<file path="src/assert_macros.svh">
// ----------------------------------------------------------------------------
// Assertion macros shared by the embedder RTL.
// Every property is sampled on clk_i and disabled while rst_ni is low.
// ----------------------------------------------------------------------------
`ifndef ASSERT_MACROS_SVH
`define ASSERT_MACROS_SVH

// Clocked property check.
`define ASSERT_PROP(lbl, prop) \
  lbl: assert property (@(posedge clk_i) disable iff (!rst_ni) (prop)) \
    else $error("assertion failed");

// Condition that must never be true at a clock edge.
`define ASSERT_NEVER(lbl, cond) \
  lbl: assert property (@(posedge clk_i) disable iff (!rst_ni) !(cond)) \
    else $error("forbidden condition seen");

`endif

</file>
<file path="src/dce_pkg.sv">
// ----------------------------------------------------------------------------
// dce_pkg
// Types and constants shared by the DCT coefficient LSB embedder.
// ----------------------------------------------------------------------------
package dce_pkg;

  // Message store geometry.
  localparam int MsgDepth = 4096;
  localparam int MsgAw    = $clog2(MsgDepth);

  // Stream layout: a 32-bit length header, then the bytes.
  localparam int HdrBits  = 32;
  localparam int LenW     = 13;
  localparam int PtrW     = 16;

  // Queue between the front and back parts.
  localparam int QDepth   = 4;
  localparam int QAw      = $clog2(QDepth);
  localparam int QCw      = QAw + 1;

  // Request codes; code 3 has no meaning and is ignored.
  typedef enum logic [1:0] {
    ReqLoad    = 2'd0,
    ReqCoef    = 2'd1,
    ReqRestart = 2'd2
  } req_type_e;

  // One input beat.
  typedef struct packed {
    req_type_e          req_type;
    logic [11:0]        msg_addr;
    logic [7:0]         msg_byte;
    logic [5:0]         coef_pos;
    logic signed [15:0] coef_value;
  } req_t;

  // One result beat.
  typedef struct packed {
    logic signed [15:0] coef_out;
    logic               bit_embedded;
    logic               embed_done;
  } rsp_t;

  // Classified coefficient waiting in the queue.
  typedef struct packed {
    logic signed [15:0] coef;
    logic               embedded;
    logic               done;
    logic               from_hdr;
    logic               hdr_bit;
    logic [7:0]         msg_byte;
    logic [2:0]         bit_idx;
  } entry_t;

endpackage

</file>
<file path="src/dce_queue.sv">
// ----------------------------------------------------------------------------
// dce_queue
// Short register queue between the front and back parts.
// ----------------------------------------------------------------------------
`include "assert_macros.svh"

module dce_queue (
  input  logic                      clk_i,
  input  logic                      rst_ni,
  input  logic                      push_i,
  input  dce_pkg::entry_t           entry_i,
  input  logic                      pop_i,
  output dce_pkg::entry_t           entry_o,
  output logic                      empty_o,
  output logic [dce_pkg::QCw-1:0]   count_o
);
  import dce_pkg::*;

  entry_t         slots_q [QDepth];
  logic [QAw-1:0] wr_q;
  logic [QAw-1:0] rd_q;
  logic [QCw-1:0] count_q;
  logic           do_pop;

  assign empty_o = (count_q == '0);
  assign do_pop  = pop_i && !empty_o;

  // Pointers and fill count.
  always_ff @(posedge clk_i or negedge rst_ni) begin
    if (!rst_ni) begin
      wr_q    <= '0;
      rd_q    <= '0;
      count_q <= '0;
    end else begin
      if (push_i) begin
        wr_q <= wr_q + QAw'(1);
      end
      if (do_pop) begin
        rd_q <= rd_q + QAw'(1);
      end
      if (push_i && !do_pop) begin
        count_q <= count_q + QCw'(1);
      end else if (do_pop && !push_i) begin
        count_q <= count_q - QCw'(1);
      end
    end
  end

  // Entry storage.
  always_ff @(posedge clk_i) begin
    if (push_i) begin
      slots_q[wr_q] <= entry_i;
    end
  end

  assign entry_o = slots_q[rd_q];
  assign count_o = count_q;

  // The front never pushes into a full queue.
  `ASSERT_NEVER(a_no_overflow, push_i && (count_q == QCw'(QDepth)))

endmodule

</file>
<file path="config.mk">
export PLATFORM = sky130hd
export DESIGN_NAME = dce_queue
export DESIGN_NICKNAME = d
export VERILOG_FILES = /design/src/dce_pkg.sv /design/src/dce_queue.sv
export VERILOG_INCLUDE_DIRS = /design/src /design/src/src
export SDC_FILE = /design/constraint.sdc
export NUM_CORES = 1
export LEC_CHECK = 0
export BUFFER_PORTS_ARGS = -buffer_cell sky130_fd_sc_hd__buf_2
export CORE_ASPECT_RATIO = 0.6
export CORE_MARGIN = 3
export CORE_UTILIZATION = 45
export CTS_BUF_LIST = sky130_fd_sc_hd__clkbuf_4 sky130_fd_sc_hd__clkbuf_8 sky130_fd_sc_hd__clkbuf_16
export DETAILED_ROUTE_END_ITERATION = 16
export PLACE_DENSITY = 0.65
export SLEW_MARGIN = 20
export SYNTH_ARGS = -nofsm -noshare
export SYNTH_HDL_FRONTEND = slang
export SYNTH_SLANG_ARGS = --single-unit
</file>
<file path="constraint.sdc">
create_clock -name clk_i -period 5.2 [get_ports clk_i]
set_clock_uncertainty 0.1 [all_clocks]
set_input_delay 1.04 -clock clk_i [delete_from_list [all_inputs] [get_ports clk_i]]
set_output_delay 1.04 -clock clk_i [all_outputs]
set_load 0.05 [all_outputs]
</file>
# Yosys cells after proc, flatten, opt, wreduce, memory -nomap -nowiden
# Memories as Yosys holds them, arrays and structs flattened.
# Index checks and enable logic that the tools add are counted.
# W data, S select, Z words.
[totals]
elab_cells = 20
input_bits = 35
mem_bits_rw = 124
regBits = 7
out_inout_bits = 35
mem_count = 1
[memory_table]
columns = ["memory", "words", "word_bits", "read_ports", "rd_ports_with_merged_regs", "wr", "line_no", "source"]
rows = [
  ["slots_q", 4, 31, 1, 0, 1, "dce_queue.sv:19", "entry_t slots_q [QDepth];"],
]
[classes]
n_reduce_logical = 8
mux = 4
n_addsub = 4
[ops]
columns = ["cell", "count"]
rows = [
  ["$mux W3", 2],
  ["$add A2 B1 Y2 const B", 2],
  ["$add A3 B1 Y3 const B", 1],
  ["$logic_and A1 B1 Y1", 3],
  ["$logic_not A1 Y1", 3],
  ["$logic_not A3 Y1", 1],
  ["$sub A3 B1 Y3 const B", 1],
  ["$mux W1", 2],
  ["$reduce_bool A2 Y1", 1],
]

# Depth between registers and ports, before layout
# Gate-level depths: netlist of run 1.
[depth]
word_depth = 6
depth_mapped = 8
ltp_nobuf = 8

# Worst setup path after synthesis of run 1
# No wires, ideal clock.
[synth_timing]
path_kind = "register to output"
startpoint = "register count_q[0], in the netlist count_o[0]"
endpoint = "output port empty_o"
slack_ns = 2.680
t_required_ns = 4.060
arrival_ns = 1.380
path_buffers = 0
path_stages_with_launch = 3
path_cell_list = "dfrtp_1 -> or3_1 -> inv_1"
[synth_between]
elab_chain_len = 1
[synth_lines]
columns = ["element", "line_no", "source"]
rows = [
  ["start: declaration", "dce_queue.sv:22", "logic [QCw-1:0] count_q;"],
  ["start signal: assignment", "dce_queue.sv:42", "count_q <= count_q + QCw'(1);"],
  ["start signal: assignment", "dce_queue.sv:44", "count_q <= count_q - QCw'(1);"],
  ["$logic_not A3 Y1", "dce_queue.sv:25", "assign empty_o = (count_q == '0);"],
  ["end: declaration", "dce_queue.sv:14", "output logic empty_o,"],
]
# No other way between the ends.

==> results of run 1 <==
cells by family (layout without fill, tap and decap cells):
kind of cell	Yosys count	in the layout
AO/OA/AOI/OAI	1	1
XOR/XNOR	6	6
flip-flops	131	131
adder cells (fa/ha/maj)	6	6
buffers and inverters	11	107
AND/OR/NAND/NOR	9	9
multiplexers	32	32
through the flow:
stage          setup slack [ns]  hold slack (ns)  cell area, µm²  instances
2_1_floorplan              2.68            0.391            4910        196
3_3_place_gp               2.03            0.371            5360        395
3_5_place_dp               2.02            0.388            5360        395
4_1_cts                    1.58            0.351            5930        427
5_1_grt                    1.47            0.355            5930        427
6_report                   1.64            0.368            5930        427
cells in the final DEF, fill, tap and decap left out:
cell,n
fa_1,1
nor2_1,1
dfrtp_2,1
xnor2_1,3
edfxtp_1,124
clkinv_2,5
mux2_2,1
buf_4,2
clkinv_1,2
clkinvlp_4,2
or3_1,1
nand2_1,2
o21ai_0,1
clkbuf_16,17
mux4_1,3
clkinv_4,4
bufinv_16,2
dfrtp_1,6
and2_2,4
ha_1,5
xor2_1,3
nand3_1,1
buf_2,69
inv_1,4
mux4_2,28
path summary, 6_finish.rpt:
| kind | startpoint | end | slack (ns) | cells after the start |
|---|---|---|---|---|
| min reg2reg | count_o[2] | count_o[2] | 0.38 | 1 |
| min | rst_ni | count_o[2] | 0.37 | 1 |
| min in group clk_i | count_o[2] | count_o[2] | 0.38 | 1 |
| max | rd_q[0] | entry_o[20] | 1.64 | 3 |
| max in group asynchronous | rst_ni | rd_q[0] | 4.45 | 1 |
| max reg2reg | count_o[0] | count_o[2] | 2.92 | 8 |
flip-flops by register name, summed over array words and instances, names as in the netlist:
| register | cells |
|---|---|
| slots_q | 124 |
| rd_q | 2 |
| count_o | 3 |
| wr_q | 2 |
report_power, final:
group / total, mW / leakage [nW] / internal [mW] / switching [mW]
combinational: 1.38 / 0.610 / 0.427 / 0.954
clock: 1.11 / 0.277 / 0.698 / 0.415
sequential: 1.52 / 1.22 / 1.39 / 0.135
total: 4.02 / 2.11 / 2.52 / 1.50
final cells by class:
class / instances / area share (%)
flip-flops and latches: 131 / 65.8
clock buffers: 17 / 7.18
clock inverters: 15 / 2.41
repair buffers: 71 / 6.08
inverters: 4 / 0.253
multi-input cells: 54 / 15.4
well taps: 135 / 2.85
critical path, stage by stage, from the launching register on:
cell,delay (ns)
dfrtp_2,0.80
buf_4,0.41
mux4_2,0.57
buf_2,0.23
layer usage:
metal  track usage (%)  routed length [µm]  up-vias
li1                  -                   -      993
met2              20.1                3610       73
met5                 0                   0        -
met1              20.8                3900     1185
met4              7.12                 136        0
met3              4.83                 498       15
==> impl_metrics.py, run 1 <==
metrics = {
    "die": {
        "dieArea_um2": 12200,
        "num_io_pins": 70,
        "die_w_um": 141,
        "start_util_pct": 48.0,
        "dieHeight_um": 86.9,
        "fp-row-count": 28,
        "core-area_um2": 10200,
    },
    "status": {
        "status": "finished, final reports clean",
    },
    "synth": {
        "yosys_most_used_dff": "edfxtp_1",
        "ys_types": 19,
        "synthMuxAreaShare_pct": 14.7,
        "avgSynthCellArea_um2": 25.0,
        "yosysMostFrequentCell": "edfxtp_1",
        "synth_edf_count": 124,
        "synthXorXnorAreaFrac_pct": 1.07,
        "ys_ff_latch": 131,
        "syn_nets": 237,
        "ys_warn_count": 0,
        "synth_top_area_share_pct": 75.9,
        "synth_top_family_by_area": "multiplexers",
        "ys_seq_area_share_pct": 79.4,
        "synth-simple-area-share_pct": 0.969,
        "synth_compound_area_share_pct": 0.102,
        "synth_fa_ha_area_share_pct": 1.68,
        "syn_area_um2": 4910,
        "synth_common_cells": "edfxtp_1, mux4_2, dfrtp_1, ha_1",
        "synth_area_leaders": "edfxtp_1, mux4_2, dfrtp_1",
        "ys_async_sr_fraction_pct": 5.34,
        "yosysTopAreaCell": "edfxtp_1",
        "synth_cells": 196,
    },
    "sta": {
        "slew_violations": 0,
        "hold_viol": 0,
        "final-setup-viol-count": 0,
        "fin_setup_tns_ns": 0,
        "rsz0062_at_grt": "false",
        "max_freq_mhz": 281,
        "tightestPinTransition_ns": 0.982,
        "min_period_over_period_pct": 68.4,
        "relSlewSlack_pct": 34.5,
        "period_needed_ns": 3.56,
    },
    "cts": {
        "htreeDepth": 4,
        "clkTransAtPathRegs_ns": 0.05,
        "hold_buffers": 0,
        "numCtsBuffers": 17,
        "clock-sinks": 131,
        "post_cts_resized": 0,
        "root_buffer": "clkbuf_16",
        "post_cts_buffers": 0,
        "clk_latency_ns": 0.40,
        "clock_path_buffers": 2,
        "cts_tree": "done",
    },
    "finish": {
        "post_route_cells_drive_above_1_share_pct": 46.2,
        "multi_input_area_um2": 913,
        "final_nets": 320,
        "register_area_um2": 3900,
        "antenna_cells": 0,
        "final_core_util_pct": 57.9,
        "syn2layout_area_growth_pct": 20.7,
        "nFillCells": 767,
    },
    "detailed_routing": {
        "drtIter0Drc": 111,
        "first_pass_iters": 4,
        "routed_wirelength_um": 8140,
        "post_drt_wl_per_cell_um": 19.1,
        "drc": 0,
        "antenna_left": 0,
        "via_per_inst": 5.31,
        "vias": 2266,
    },
    "global_routing": {
        "grt_max_degree": 32,
        "grt_first_pass_wirelength_um": 12800,
        "grt_overflow": 0,
        "grtUsageTotal_pct": 14.5,
        "antenna_found_initial": 0,
        "grt_pass1_vias": 2269,
    },
    "power_and_ir_drop": {
        "irDropWorstVdd_mv": 0.503,
        "finalPower_mw": 4.02,
        "p_per_area_nw_per_um2": 678,
        "leakage_nw": 2.11,
    },
    "place": {
        "hpwl_um": 4840,
        "gp_congestion": 0.740,
        "io_buffers": 69,
    },
    "min_path": {
        "hp-class": "input pin to async pin",
    },
    "worst_setup_path": {
        "endpoint_kind": "output port",
        "crit_type": "register to output port",
        "crit_required_ns": 4.06,
        "cp.arrival_ns": 2.42,
        "cp_max_fo": 20,
        "start_kind": "register",
    },
    "flow_run": {
        "max-cap-violations": 0,
    },
}
Power figures use the tool's default switching activity.
==> run 2, diff against run 1 <==
PLACE_DENSITY = 0.68   (was 0.65)
clock period = 3.06 ns   (was 5.2 ns; I/O delays follow)
==> run 2 against run 1 <==
Sequential power is 66% higher. Worst setup slack got worse by 1.4 ns. Clock power increased by 99%. Combinational power increased by 80%. Flip-flop and latch count unchanged. Power increased by 80%. Cell count rose by 1.4%.
==> impl_metrics.py, run 2 (synthesized netlist as in run 1, its figures left out) <==
metrics = {
    "detailed_routing": {
        "antenna_left": 0,
        "drc": 0,
        "via_per_inst": 5.19,
        "routed_wirelength_um": 8520,
        "drtIter0Drc": 153,
        "first_pass_iters": 4,
        "vias": 2246,
        "post_drt_wl_per_cell_um": 19.7,
    },
    "die": {
        "start_util_pct": 48.0,
        "dieArea_um2": 12200,
        "fp-row-count": 28,
        "die_w_um": 141,
        "core-area_um2": 10200,
        "dieHeight_um": 86.9,
        "num_io_pins": 70,
    },
    "cts": {
        "cts_tree": "done",
        "root_buffer": "clkbuf_16",
        "clk_latency_ns": 0.41,
        "clock-sinks": 131,
        "clkTransAtPathRegs_ns": 0.05,
        "htreeDepth": 4,
        "clock_path_buffers": 2,
        "numCtsBuffers": 17,
        "post_cts_buffers": 0,
    },
    "worst_setup_path": {
        "endpoint_kind": "output port",
        "path_buf_inv": 2,
        "crit_type": "register to output port",
        "crit_required_ns": 2.35,
        "cpMaxStageDelayCell": "dfrtp_2",
        "critical-path-top-delay-family": "flip-flops",
        "cp_max_fo": 23,
        "critPathMaxStageDelay_ns": 0.59,
        "cp.arrival_ns": 2.08,
        "worstPathCellList": "buf_12, mux4_2, buf_2",
        "start_kind": "register",
    },
    "place": {
        "dp_cells": 400,
        "place_area_um2": 5420,
        "io_buffers": 69,
        "hpwl_um": 5280,
        "dp_slack_ns": 0.670,
        "gp_congestion": 0.676,
    },
    "power_and_ir_drop": {
        "leakage_nw": 2.19,
        "p_per_area_nw_per_um2": 1190,
        "irDropWorstVdd_mv": 0.724,
    },
    "finish": {
        "antenna_cells": 0,
        "largest-register": "slots_q",
        "fin_area_um2": 6090,
        "final_cell_count_no_fill": 433,
        "layout_common_cells": "edfxtp_1, buf_2, mux4_2",
        "syn2layout_area_growth_pct": 24.0,
        "mostFrequentLayoutCell": "edfxtp_1",
        "largest_register_ffs": 124,
        "final_core_util_pct": 59.5,
        "post_route_cells_drive_above_1_share_pct": 47.7,
        "final_nets": 326,
    },
    "global_routing": {
        "grt_pass1_vias": 2379,
        "grt_first_pass_wirelength_um": 13500,
        "grtUsageTotal_pct": 15.3,
        "grt_overflow": 0,
        "antenna_found_initial": 0,
        "grt_max_degree": 28,
    },
    "sta": {
        "rsz0062_at_grt": "false",
        "min_period_over_period_pct": 91.2,
        "relSlewSlack_pct": 65.2,
        "max_freq_mhz": 358,
        "period_needed_ns": 2.79,
        "timing.final.ws_setup_ns": 0.268,
        "slew_violations": 0,
        "hold_viol": 0,
        "tightestPinTransition_ns": 0.522,
        "fin_setup_tns_ns": 0,
        "final-setup-viol-count": 0,
    },
    "flow_run": {
        "max-cap-violations": 0,
    },
    "status": {
        "status": "finished, final reports clean",
    },
    "min_path": {
        "hp-class": "input pin to register",
    },
}
==> run 2: changes by cell type in the layout (fill, tap and decap cells not counted), sizes merged <==
cell         before  now
buf              71   76
bufinv            2    5
clkbuf           17   22
clkinv           11    3
dlygate4sd3       0    1
==> run 2: where the power goes <==
| part | switching, mW | internal (mW) |
|---|---|---|
| clock | 0.696 | 1.51 |
| combinational | 1.71 | 0.783 |
| sequential | 0.170 | 2.36 |
| total | 2.58 | 4.65 |
==> run 2: metal layers <==
layer / routed length [µm] / up-vias / track usage, % / part of all wire, %
li1: - / 1003 / - / -
met1: 4110 / 1149 / 21.5 / 48
met2: 3690 / 82 / 21.9 / 43
met3: 621 / 12 / 5.54 / 7.3
met4: 96 / 0 / 6.86 / 1.1
met5: 0 / - / 0 / 0
==> run 2: what timing repair did <==
| action | 4_1_cts | 5_1_grt |
|---|---|---|
| endpoints found under the hold margin | 7 | 0 |
| gates resized for setup | 0 | 0 |
| hold buffers | 1 | 0 |
==> run 2: worst reg2reg max path: stages, from the launching register on <==
cell and delay, ns:
dfrtp_1 0.43, or3_1 0.44, nand2_1 0.12, ha_1 0.19, inv_1 0.06, fa_1 0.38, xor2_1 0.17, nor2_1 0.12
xor2_1 0.16
==> run 2: area by class of cell <==
cell class,instances,area [µm²]
tap,135,169
multi-input combinational,54,913
fill,730,4140
sequential,131,3900
inverter,4,15.0
clock inverter,10,180
clock buffer,22,475
timing repair buffer,77,433
==> run 2: final timing paths <==
check,from,end,slack [ns],depth (start not counted)
worst max-delay path,rd_q[0],entry_o[24],0.27,3
worst min-delay path,entry_i[19],slots_q[0][19],0.31,1
worst max register to register,count_o[0],count_o[2],0.81,8
worst min register to register,count_o[2],count_o[2],0.40,1
max in group asynchronous,rst_ni,rd_q[0],2.21,2
min in group asynchronous,rst_ni,count_o[1],0.47,2
==> run 2: per-stage QoR <==
stage	hold slack, ns	total power [mW]
floorplan	0.216	4.55
detailed placement	0.365	5.09
global route	0.306	7.52
CTS	0.296	7.31
finish	0.312	7.23
global placement	0.363	5.06
